**src/rtl/assert_macros.svh**
```systemverilog
// Assertion helpers shared by the RTL.
// ASSERT_AT checks a property on every rising clock edge outside reset.
// ASSERT_NEVER checks that a condition is never true outside reset.
`ifndef ASSERT_MACROS_SVH
`define ASSERT_MACROS_SVH

`ifndef SYNTH
`define ASSERT_AT(lbl, clk, rstn, prop, msg) \
  lbl: assert property (@(posedge clk) disable iff (!rstn) prop) else $error(msg);
`define ASSERT_NEVER(lbl, clk, rstn, cond, msg) \
  lbl: assert property (@(posedge clk) disable iff (!rstn) !(cond)) else $error(msg);
`else
`define ASSERT_AT(lbl, clk, rstn, prop, msg)
`define ASSERT_NEVER(lbl, clk, rstn, cond, msg)
`endif

`endif

```
**src/rtl/dwg_pkg.sv**
```systemverilog
package dwg_pkg;

  localparam int unsigned TABLE_DEPTH_DEF = 256;
  localparam int unsigned PHASE_BITS_DEF  = 16;

  localparam int unsigned SAMPLE_W = 12;
  localparam int unsigned DAC_W    = 6;
  localparam int unsigned STEP_W   = 16;
  localparam int unsigned RAW_W    = 16;
  localparam int unsigned CSUM_W   = 8;

  localparam logic [STEP_W-1:0] TUNING_RESET = 16'd100;
  localparam logic [RAW_W-1:0]  LOAD_BIAS    = 16'd2048;

  // Triangle reset shape
  localparam int unsigned TRI_BASE = 1024;
  localparam int unsigned TRI_PEAK = 3072;
  localparam int unsigned TRI_SPAN = 2048;

  typedef enum logic [1:0] {
    OP_TICK  = 2'd0,
    OP_LOAD  = 2'd1,
    OP_START = 2'd2
  } opcode_e;

  typedef enum logic [0:0] {
    KIND_SAMPLE = 1'b0,
    KIND_ACK    = 1'b1
  } kind_e;

  typedef struct packed {
    opcode_e          opcode;
    logic [RAW_W-1:0] sample_value;
  } in_item_t;

  typedef struct packed {
    kind_e             kind;
    logic [DAC_W-1:0]  dac_high;
    logic [DAC_W-1:0]  dac_low;
    logic [CSUM_W-1:0] load_checksum;
  } out_item_t;

  typedef struct packed {
    logic                en;
    logic [SAMPLE_W-1:0] data;
  } tbl_wr_t;

  // Reset content of one table entry
  function automatic logic [SAMPLE_W-1:0] tri_sample(input int unsigned idx,
                                                     input int unsigned half,
                                                     input int unsigned step);
    int unsigned y;
    if (idx < half) begin
      y = TRI_BASE + idx * step;
    end else begin
      y = TRI_PEAK - (idx - half) * step;
    end
    return y[SAMPLE_W-1:0];
  endfunction

endpackage

```
**src/rtl/dwg_phase.sv**
```systemverilog
module dwg_phase import dwg_pkg::*; #(
  parameter int unsigned PHASE_BITS  = PHASE_BITS_DEF,
  parameter int unsigned TABLE_DEPTH = TABLE_DEPTH_DEF,
  localparam int unsigned AW = $clog2(TABLE_DEPTH)
) (
  input  logic              clk_i,
  input  logic              rst_ni,
  input  logic              tick_i,
  input  logic [STEP_W-1:0] step_i,
  output logic [AW-1:0]     addr_o
);

  localparam int unsigned PW = PHASE_BITS + AW + 1;
  localparam int unsigned SW = (PHASE_BITS > STEP_W) ? PHASE_BITS : STEP_W;

  logic [PHASE_BITS-1:0] phase_q, phase_d;
  logic [PW-1:0]         prod;
  logic [SW-1:0]         sum;

  // Scale phase onto the table range
  assign prod   = PW'(phase_q) * PW'(TABLE_DEPTH);
  assign addr_o = AW'(prod >> PHASE_BITS);

  assign sum     = SW'(phase_q) + SW'(step_i);
  assign phase_d = sum[PHASE_BITS-1:0];

  always_ff @(posedge clk_i or negedge rst_ni) begin
    if (!rst_ni) begin
      phase_q <= '0;
    end else if (tick_i) begin
      phase_q <= phase_d;
    end
  end

endmodule

```
**src/rtl/dwg_load.sv**
```systemverilog
module dwg_load import dwg_pkg::*; #(
  parameter int unsigned TABLE_DEPTH = TABLE_DEPTH_DEF,
  localparam int unsigned AW = $clog2(TABLE_DEPTH)
) (
  input  logic              clk_i,
  input  logic              rst_ni,
  input  logic              start_i,
  input  logic              load_i,
  input  logic [RAW_W-1:0]  sample_i,
  output tbl_wr_t           wr_o,
  output logic [AW-1:0]     wr_addr_o,
  output logic              ack_o,
  output logic [CSUM_W-1:0] csum_o
);

  localparam int unsigned PTR_W = AW + 1;

  logic [PTR_W-1:0]  ptr_q, ptr_d;
  logic [CSUM_W-1:0] csum_q, csum_d;
  logic [RAW_W-1:0]  biased;
  logic              full;

  assign full   = (ptr_q == PTR_W'(TABLE_DEPTH));
  assign biased = LOAD_BIAS - sample_i;

  assign wr_o.en   = load_i && !full;
  assign wr_o.data = biased[SAMPLE_W-1:0];
  assign wr_addr_o = ptr_q[AW-1:0];

  always_comb begin
    ptr_d  = ptr_q;
    csum_d = csum_q;
    if (start_i) begin
      ptr_d  = '0;
      csum_d = '0;
    end else if (wr_o.en) begin
      ptr_d  = ptr_q + PTR_W'(1);
      csum_d = csum_q ^ sample_i[RAW_W-1:CSUM_W] ^ sample_i[CSUM_W-1:0];
    end
  end

  // Last entry written: report the checksum including this sample
  assign ack_o  = wr_o.en && (ptr_q == PTR_W'(TABLE_DEPTH - 1));
  assign csum_o = csum_d;

  always_ff @(posedge clk_i or negedge rst_ni) begin
    if (!rst_ni) begin
      ptr_q  <= '0;
      csum_q <= '0;
    end else begin
      ptr_q  <= ptr_d;
      csum_q <= csum_d;
    end
  end

endmodule

```
**src/rtl/dwg_table.sv**
```systemverilog
module dwg_table import dwg_pkg::*; #(
  parameter int unsigned TABLE_DEPTH = TABLE_DEPTH_DEF,
  localparam int unsigned AW = $clog2(TABLE_DEPTH)
) (
  input  logic                clk_i,
  input  logic                rst_ni,
  input  tbl_wr_t             wr_i,
  input  logic [AW-1:0]       wr_addr_i,
  input  logic                rd_en_i,
  input  logic [AW-1:0]       rd_addr_i,
  output logic [SAMPLE_W-1:0] rd_sample_o
);

  localparam int unsigned FILL_W   = AW + 1;
  localparam int unsigned HALF     = TABLE_DEPTH / 2;
  localparam int unsigned TRI_STEP = TRI_SPAN / HALF;

  logic [SAMPLE_W-1:0] mem_q [TABLE_DEPTH];
  logic [SAMPLE_W-1:0] rd_data_q;
  logic [SAMPLE_W-1:0] tri_q;
  logic                hit_q;
  logic [FILL_W-1:0]   fill_q;

  // Loads always run upward from entry zero, so the written entries form a
  // prefix; track its length instead of a valid bit per entry.
  always_ff @(posedge clk_i or negedge rst_ni) begin
    if (!rst_ni) begin
      fill_q <= '0;
    end else if (wr_i.en && (FILL_W'(wr_addr_i) >= fill_q)) begin
      fill_q <= FILL_W'(wr_addr_i) + FILL_W'(1);
    end
  end

  always_ff @(posedge clk_i) begin
    if (wr_i.en) begin
      mem_q[wr_addr_i] <= wr_i.data;
    end
  end

  always_ff @(posedge clk_i) begin
    if (rd_en_i) begin
      rd_data_q <= mem_q[rd_addr_i];
      tri_q     <= tri_sample(32'(rd_addr_i), HALF, TRI_STEP);
      hit_q     <= (FILL_W'(rd_addr_i) < fill_q);
    end
  end

  assign rd_sample_o = hit_q ? rd_data_q : tri_q;

endmodule

```
**src/rtl/dds_wavetable_generator_unit.sv**
```systemverilog
// DDS wave-table generator.
// Input channel (in_valid_i / in_stall_o / in_data_i): one transfer per item;
//   OP_TICK emits one DAC sample, OP_LOAD writes the next table entry,
//   OP_START rewinds the load pointer and clears the checksum.
// Output channel (out_valid_o / out_stall_i / out_data_o): a sample on every
//   tick, and a checksum acknowledgement after the last table entry is loaded.
// Configuration: cfg_we_i writes cfg_wdata_i into the tuning step, the phase
//   increment per tick. Write it only while no item is in flight.
// Pipeline: the input transfer edge fills the read stage and the table read
//   register; the output register loads from them when it can advance, and
//   the result is offered on out_valid_o once it is in the output register.
// Throughput: one item per clock while in_stall_o is low; per item the table
//   does at most one write (load) or read (tick); a tick advances the phase.
// Reset: phase, load pointer and checksum clear, the tuning step returns to
//   100, and the table reads as a triangle wave until entries are loaded.
//   No clearing pass is needed, items are taken right after reset.
// Stall: a stalled output holds its result; one more result parks in the
//   read stage, after which in_stall_o rises until the output drains.
`include "assert_macros.svh"

module dds_wavetable_generator_unit import dwg_pkg::*; #(
  parameter int unsigned TABLE_DEPTH = TABLE_DEPTH_DEF,
  parameter int unsigned PHASE_BITS  = PHASE_BITS_DEF
) (
  input  logic              clk_i,
  input  logic              rst_ni,
  input  logic              cfg_we_i,
  input  logic [STEP_W-1:0] cfg_wdata_i,
  input  logic              in_valid_i,
  output logic              in_stall_o,
  input  in_item_t          in_data_i,
  output logic              out_valid_o,
  input  logic              out_stall_i,
  output out_item_t         out_data_o
);

  localparam int unsigned AW = $clog2(TABLE_DEPTH);

  logic [STEP_W-1:0]   step_q;
  logic                accept, is_tick, is_load, is_start;
  logic                out_adv, s1_adv;
  logic [AW-1:0]       rd_addr, wr_addr;
  logic [SAMPLE_W-1:0] rd_sample;
  tbl_wr_t             wr;
  logic                ack;
  logic [CSUM_W-1:0]   csum;

  // Read stage: result kind and checksum alongside the registered table read
  logic              s1_valid_q;
  kind_e             s1_kind_q;
  logic [CSUM_W-1:0] s1_csum_q;

  logic      out_valid_q;
  out_item_t out_q, out_d;

  // Tuning step register
  always_ff @(posedge clk_i or negedge rst_ni) begin
    if (!rst_ni) begin
      step_q <= TUNING_RESET;
    end else if (cfg_we_i) begin
      step_q <= cfg_wdata_i;
    end
  end

  // Handshake: advance each stage when the one after it can take data
  assign out_adv    = !out_valid_q || !out_stall_i;
  assign s1_adv     = !s1_valid_q || out_adv;
  assign in_stall_o = !s1_adv;
  assign accept     = in_valid_i && !in_stall_o;

  assign is_tick  = accept && (in_data_i.opcode == OP_TICK);
  assign is_load  = accept && (in_data_i.opcode == OP_LOAD);
  assign is_start = accept && (in_data_i.opcode == OP_START);

  dwg_phase #(
    .PHASE_BITS  (PHASE_BITS),
    .TABLE_DEPTH (TABLE_DEPTH)
  ) u_phase (
    .clk_i  (clk_i),
    .rst_ni (rst_ni),
    .tick_i (is_tick),
    .step_i (step_q),
    .addr_o (rd_addr)
  );

  dwg_load #(
    .TABLE_DEPTH (TABLE_DEPTH)
  ) u_load (
    .clk_i     (clk_i),
    .rst_ni    (rst_ni),
    .start_i   (is_start),
    .load_i    (is_load),
    .sample_i  (in_data_i.sample_value),
    .wr_o      (wr),
    .wr_addr_o (wr_addr),
    .ack_o     (ack),
    .csum_o    (csum)
  );

  dwg_table #(
    .TABLE_DEPTH (TABLE_DEPTH)
  ) u_table (
    .clk_i       (clk_i),
    .rst_ni      (rst_ni),
    .wr_i        (wr),
    .wr_addr_i   (wr_addr),
    .rd_en_i     (is_tick),
    .rd_addr_i   (rd_addr),
    .rd_sample_o (rd_sample)
  );

  always_ff @(posedge clk_i or negedge rst_ni) begin
    if (!rst_ni) begin
      s1_valid_q <= 1'b0;
    end else if (s1_adv) begin
      s1_valid_q <= is_tick || ack;
    end
  end

  // Hold the read stage payload unless a new transfer lands
  always_ff @(posedge clk_i) begin
    if (s1_adv && accept) begin
      s1_kind_q <= ack ? KIND_ACK : KIND_SAMPLE;
      s1_csum_q <= csum;
    end
  end

  always_comb begin
    out_d.kind          = s1_kind_q;
    out_d.dac_high      = '0;
    out_d.dac_low       = '0;
    out_d.load_checksum = '0;
    unique case (s1_kind_q)
      KIND_SAMPLE: begin
        out_d.dac_high = rd_sample[SAMPLE_W-1:DAC_W];
        out_d.dac_low  = rd_sample[DAC_W-1:0];
      end
      KIND_ACK: begin
        out_d.load_checksum = s1_csum_q;
      end
      default: begin
        out_d.kind = KIND_SAMPLE;
      end
    endcase
  end

  always_ff @(posedge clk_i or negedge rst_ni) begin
    if (!rst_ni) begin
      out_valid_q <= 1'b0;
    end else if (out_adv) begin
      out_valid_q <= s1_valid_q;
    end
  end

  always_ff @(posedge clk_i) begin
    if (out_adv && s1_valid_q) begin
      out_q <= out_d;
    end
  end

  assign out_valid_o = out_valid_q;
  assign out_data_o  = out_q;

  // A stall toward the source only ever comes from a parked read stage
  `ASSERT_AT(a_stall_has_cause, clk_i, rst_ni, in_stall_o |-> s1_valid_q, "stall without parked item")
  // Read stage and output both full while the sink stalls must block input
  `ASSERT_AT(a_full_blocks, clk_i, rst_ni, (s1_valid_q && out_valid_q && out_stall_i) |-> in_stall_o, "input open with pipeline full")
  // Completing the last load puts an acknowledgement into the read stage
  `ASSERT_AT(a_ack_staged, clk_i, rst_ni, ack |=> (s1_valid_q && (s1_kind_q == KIND_ACK)), "load ack lost")
  // A tick and a table write never share one transfer
  `ASSERT_NEVER(a_rd_wr_excl, clk_i, rst_ni, is_tick && wr.en, "tick and load in same transfer")

endmodule
```
**config.mk**
```make
export PLATFORM = sky130hd
export DESIGN_NAME = dds_wavetable_generator_unit
export DESIGN_NICKNAME = d
export VERILOG_FILES = /design/src/rtl/dwg_pkg.sv /design/src/rtl/dwg_phase.sv /design/src/rtl/dwg_load.sv /design/src/rtl/dwg_table.sv /design/src/rtl/dds_wavetable_generator_unit.sv
export VERILOG_INCLUDE_DIRS = /design/src /design/src/rtl
export SDC_FILE = /design/constraint.sdc
export NUM_CORES = 2
export LEC_CHECK = 0
export BUFFER_PORTS_ARGS = -buffer_cell sky130_fd_sc_hd__buf_2
export CAP_MARGIN = 30
export CORE_ASPECT_RATIO = 0.7
export CORE_MARGIN = 5
export CORE_UTILIZATION = 39
export CTS_BUF_LIST = sky130_fd_sc_hd__clkbuf_4 sky130_fd_sc_hd__clkbuf_8 sky130_fd_sc_hd__clkbuf_16
export DETAILED_ROUTE_END_ITERATION = 6
export GPL_ROUTABILITY_DRIVEN = 0
export MAX_ROUTING_LAYER = met4
export PLACE_DENSITY = 0.63
export SETUP_SLACK_MARGIN = 0.2
export SKIP_CTS_REPAIR_TIMING = 1
export SLEW_MARGIN = 10
export SYNTH_ARGS = -nofsm -noshare
export SYNTH_HDL_FRONTEND = slang
export SYNTH_SLANG_ARGS = --single-unit
```
**constraint.sdc**
```tcl
create_clock -name clk_i -period 2.8 [get_ports clk_i]
set_clock_uncertainty 0.2 [all_clocks]
set_input_delay 0.14 -clock clk_i [delete_from_list [all_inputs] [get_ports clk_i]]
set_output_delay 0.14 -clock clk_i [all_outputs]
set_load 0.02 [all_outputs]
```
==> key figures <==
GRT
  • GRT overflow: 0
  • Vias in the first global route: 62100
  • Largest net degree at the start of global routing: 163
  • Total Routing Usage GR: 20.6%
  • Antenna violations before repair: 12
  • Global-route wire length before repair: about 470 mm

Worst setup path
  • Arrival time worst endpoint: ~4 ns
  • R2r startpoint: u_phase.phase_q[8]
  • Worst reg2reg endpoint: u_table.rd_data_q[10]
  • CP Capture Type: register
  • Worst path slowest cell: dfrtp_4
  • Crit path max fanout: 7
  • CP dominant cell by count: mux4_2
  • Reg2reg setup slack: -0.81 ns
  • Critical Path Source Type: register
  • R2R depth: 9
  • CP Cell Sequence: buf_12 -> buf_16 -> buf_8 -> mux4_2 -> mux4_2 -> o211ai_1 -> nand3_2 -> buf_6 -> a311o_1
  • CP required: between 3 and 4 ns
  • Crit-path leading delay family: multiplexers
  • Worst Path Buf+Inv: 4
  • CP peak stage delay: approximately 0.5 ns
  • Crit Path Class: register to register

Logic synthesis
  • Post-synth top cells: edfxtp_1 (3123), mux4_2 (876), nor2_1 (315)
  • Compound-Gate Fraction of Synth Area: 1.67%
  • Synth Cell Area: 0.124 mm²
  • Adder-cell share of the synthesized area: 0.390%
  • Post-synthesis xor/xnor area fraction: 0.290%
  • Synth area leader: edfxtp_1
  • Mux cell area share after synthesis: between 10% and 20%
  • FF+latch count, synth: 3183
  • Post-synth EDFFs: 3123
  • Ys async rst share: 1.89%
  • Largest family of logic cells by synthesized area: multiplexers
  • Most common cell in the netlist: edfxtp_1
  • Seq/Total Area, Yosys: between 70 and 80%
  • Yosys top cell area share: about three quarters
  • Mapped Cells: 5521
  • Synth Warn #: 0
  • Mapped Avg Cell Area: 22.4 µm²
  • Synth Area in Simple Gates: approximately 2%
  • Synth cell types: 66
  • Largest cells by area after synthesis: edfxtp_1 (76%), mux4_2 (16%), dfrtp_1 (1.2%)
  • Top_reg_cell synth: edfxtp_1
  • Syn Nets: 5598

Clock network
  • Max clock buf depth: 4
  • Clk_lat worst skew: just under 0.9 ns
  • # clock sinks: roughly 3200
  • CTS tree: yes
  • CTS buffer count: between 200 and 300
  • Htree depth: 5
  • Root Driver: clkbuf_16
  • Worst-path clk slew: 0.07 ns

Timing
  • Worst Tran Pin Value: about 1.2 ns
  • Headroom to the max-slew limit: between 20% and 30%
  • Crit path time final: 3.61 ns
  • RSZ-0062 raised after global routing: yes
  • Slew Limit Fails: 0
  • Max Freq: 277 MHz
  • TNS Setup: -11.32 ns
  • Final Cycle Share: 129%
  • Final Setup Violations: 169
  • Final Hold Viols: 0
  • Final worst slack: -0.806 ns

Detailed routing
  • Initial DRC count: just over 9000
  • Routed WL per cell: 30.7 µm
  • Vias/cell: 5.80
  • Post-route ant nets: 0
  • Drt pass-1 iters: 6
  • Via Count: 65100
  • DRC Markers: 0
  • Drt total wl: around 340 mm

Die
  • Initial Util: 39.1%
  • # rows: roughly 170
  • Die X: 684 µm
  • Die H: 482 µm
  • DIE AREA: 0.329 mm²
  • # IOs: 62
  • Core area: 0.317 mm²

Layout
  • Reg area: 0.0953 mm²
  • Post-Layout Cell Count: 11200
  • # fillers: 25300
  • Post-layout net count: 6872
  • Share of cells above drive strength 1: just under 40%
  • Synth-to-Final Area Change: 23.3%
  • Multi-input logic area: 0.0282 mm²

Flow run
  • Max Cap Violations: 0

Power
  • Worst vdd ir: 0.607 mV
  • Leakage: between 40 and 50 nW
  • Pwr dens: 923 mW/mm²

Worst hold path
  • Hold Path Sink: step_q[3]
  • Min-Delay Path Depth: 3
  • Worst min-delay path class: input port to register
  • HP Start: cfg_we_i

Place
  • Port bufs: 61
  • Cells after DPL: 10500
  • DP HPWL: 216 mm

Run status
  • Failing checks: negative setup slack
  • Status: complete, but fails checks
-- worst reg2reg max path, delay by kind of cell (launching register included) --
kind	cells	cell delay [ns]
AOI/OAI and AO/OA	2	0.78
and+or+nand+nor	1	0.24
muxes	2	0.95
buffers and inverters	4	0.71
DFF	1	0.49
-- layer usage --
metal | vias up | GRT usage, % | routed length (µm)
li1 | 25900 | - | -
met1 | 34900 | 30.5 | 146000
met2 | 3760 | 28.8 | 150000
met3 | 483 | 5.36 | 41200
met4 | 0 | 4.34 | 7780
met5 | - | - | 0
-- where the power goes --
| group | switching (mW) | leakage [nW] | internal, mW |
|---|---|---|---|
| logic | 24.9 | 16.0 | 23.0 |
| clock network | 17.2 | 4.62 | 22.6 |
| registers | 0.358 | 28.8 | 52.9 |
-- worst max path at each step --
stage | from | to | slack, ns | depth (start not counted)
2_1_floorplan | in_data_i[6] | u_table.mem_q[0][11] | -1.44 | 3
3_3_place_gp | u_phase.phase_q[8] | u_table.rd_data_q[8] | -2.06 | 10
3_5_place_dp | u_phase.phase_q[8] | u_table.rd_data_q[8] | -1.10 | 10
4_1_cts | u_phase.phase_q[8] | u_table.rd_data_q[8] | -1.13 | 10
5_1_grt | u_phase.phase_q[8] | u_table.rd_data_q[10] | -0.85 | 12
6_report | u_phase.phase_q[8] | u_table.rd_data_q[10] | -0.81 | 9
-- sequential cells by signal, summed over array words and instances (netlist names), 8 cells and up --
register,cells
u_load.csum_q,8
u_table.rd_data_q,12
u_table.fill_q,9
step_q,16
u_table.mem_q,3072
s1_csum_q,8
u_phase.phase_q,16
out_data_o,21
u_table.tri_q,8
u_load.ptr_q,9
-- per-stage QoR --
step / hold WS [ns] / power [mW] / setup WS [ns] / cell area, µm² / util (%)
after floorplan: -0.356 / 78.0 / -1.44 / 124000 / -
after global placement: -0.0362 / 97.3 / -2.06 / 139000 / 43.8
after detailed placement: -0.00506 / 97.6 / -1.10 / 139000 / 43.8
after CTS: -0.920 / 137 / -1.13 / 148000 / 46.7
after global routing: 0.115 / 145 / -0.845 / 153000 / 48.2
final: 0.145 / 141 / -0.806 / 153000 / 48.2
-- cell families (layout without fill, tap and decap cells) --
logic type               Yosys count  in the layout
flip-flops                      3183           3183
XOR/XNOR                          41             41
AO/OA/AOI/OAI                    312            312
adder cells (fa/ha/maj)           38             38
multiplexers                    1043           1043
other                              0             11
AND/OR/NAND/NOR                  573            573
buffers and inverters            331           1813
-- cell type report --
| type | count | area share [%] |
|---|---|---|
| Tap cell | 4200 | 3.44 |
| Inverter | 21 | 0.0516 |
| Antenna cell | 11 | 0.0180 |
| Clock inverter | 142 | 0.967 |
| Multi-Input combinational cell | 2007 | 18.4 |
| Sequential cell | 3183 | 62.4 |
| Clock buffer | 354 | 5.12 |
| Timing Repair Buffer | 1296 | 9.57 |
-- layout by cell type (no fill, tap or decap), drive strengths merged, types with 33 or more instances in the layout --
cell / count
a21oi: 51
dlygate4sd3: 80
buf: 1186
o21ai: 67
ha: 37
clkinv: 97
clkbuf: 384
dfrtp: 57
nor2: 315
mux2: 33
nand3: 46
mux4: 876
a22oi: 41
o22ai: 36
nand2: 102
edfxtp: 3123
mux2i: 134
Note: power is estimated with default switching activity, not from simulation.
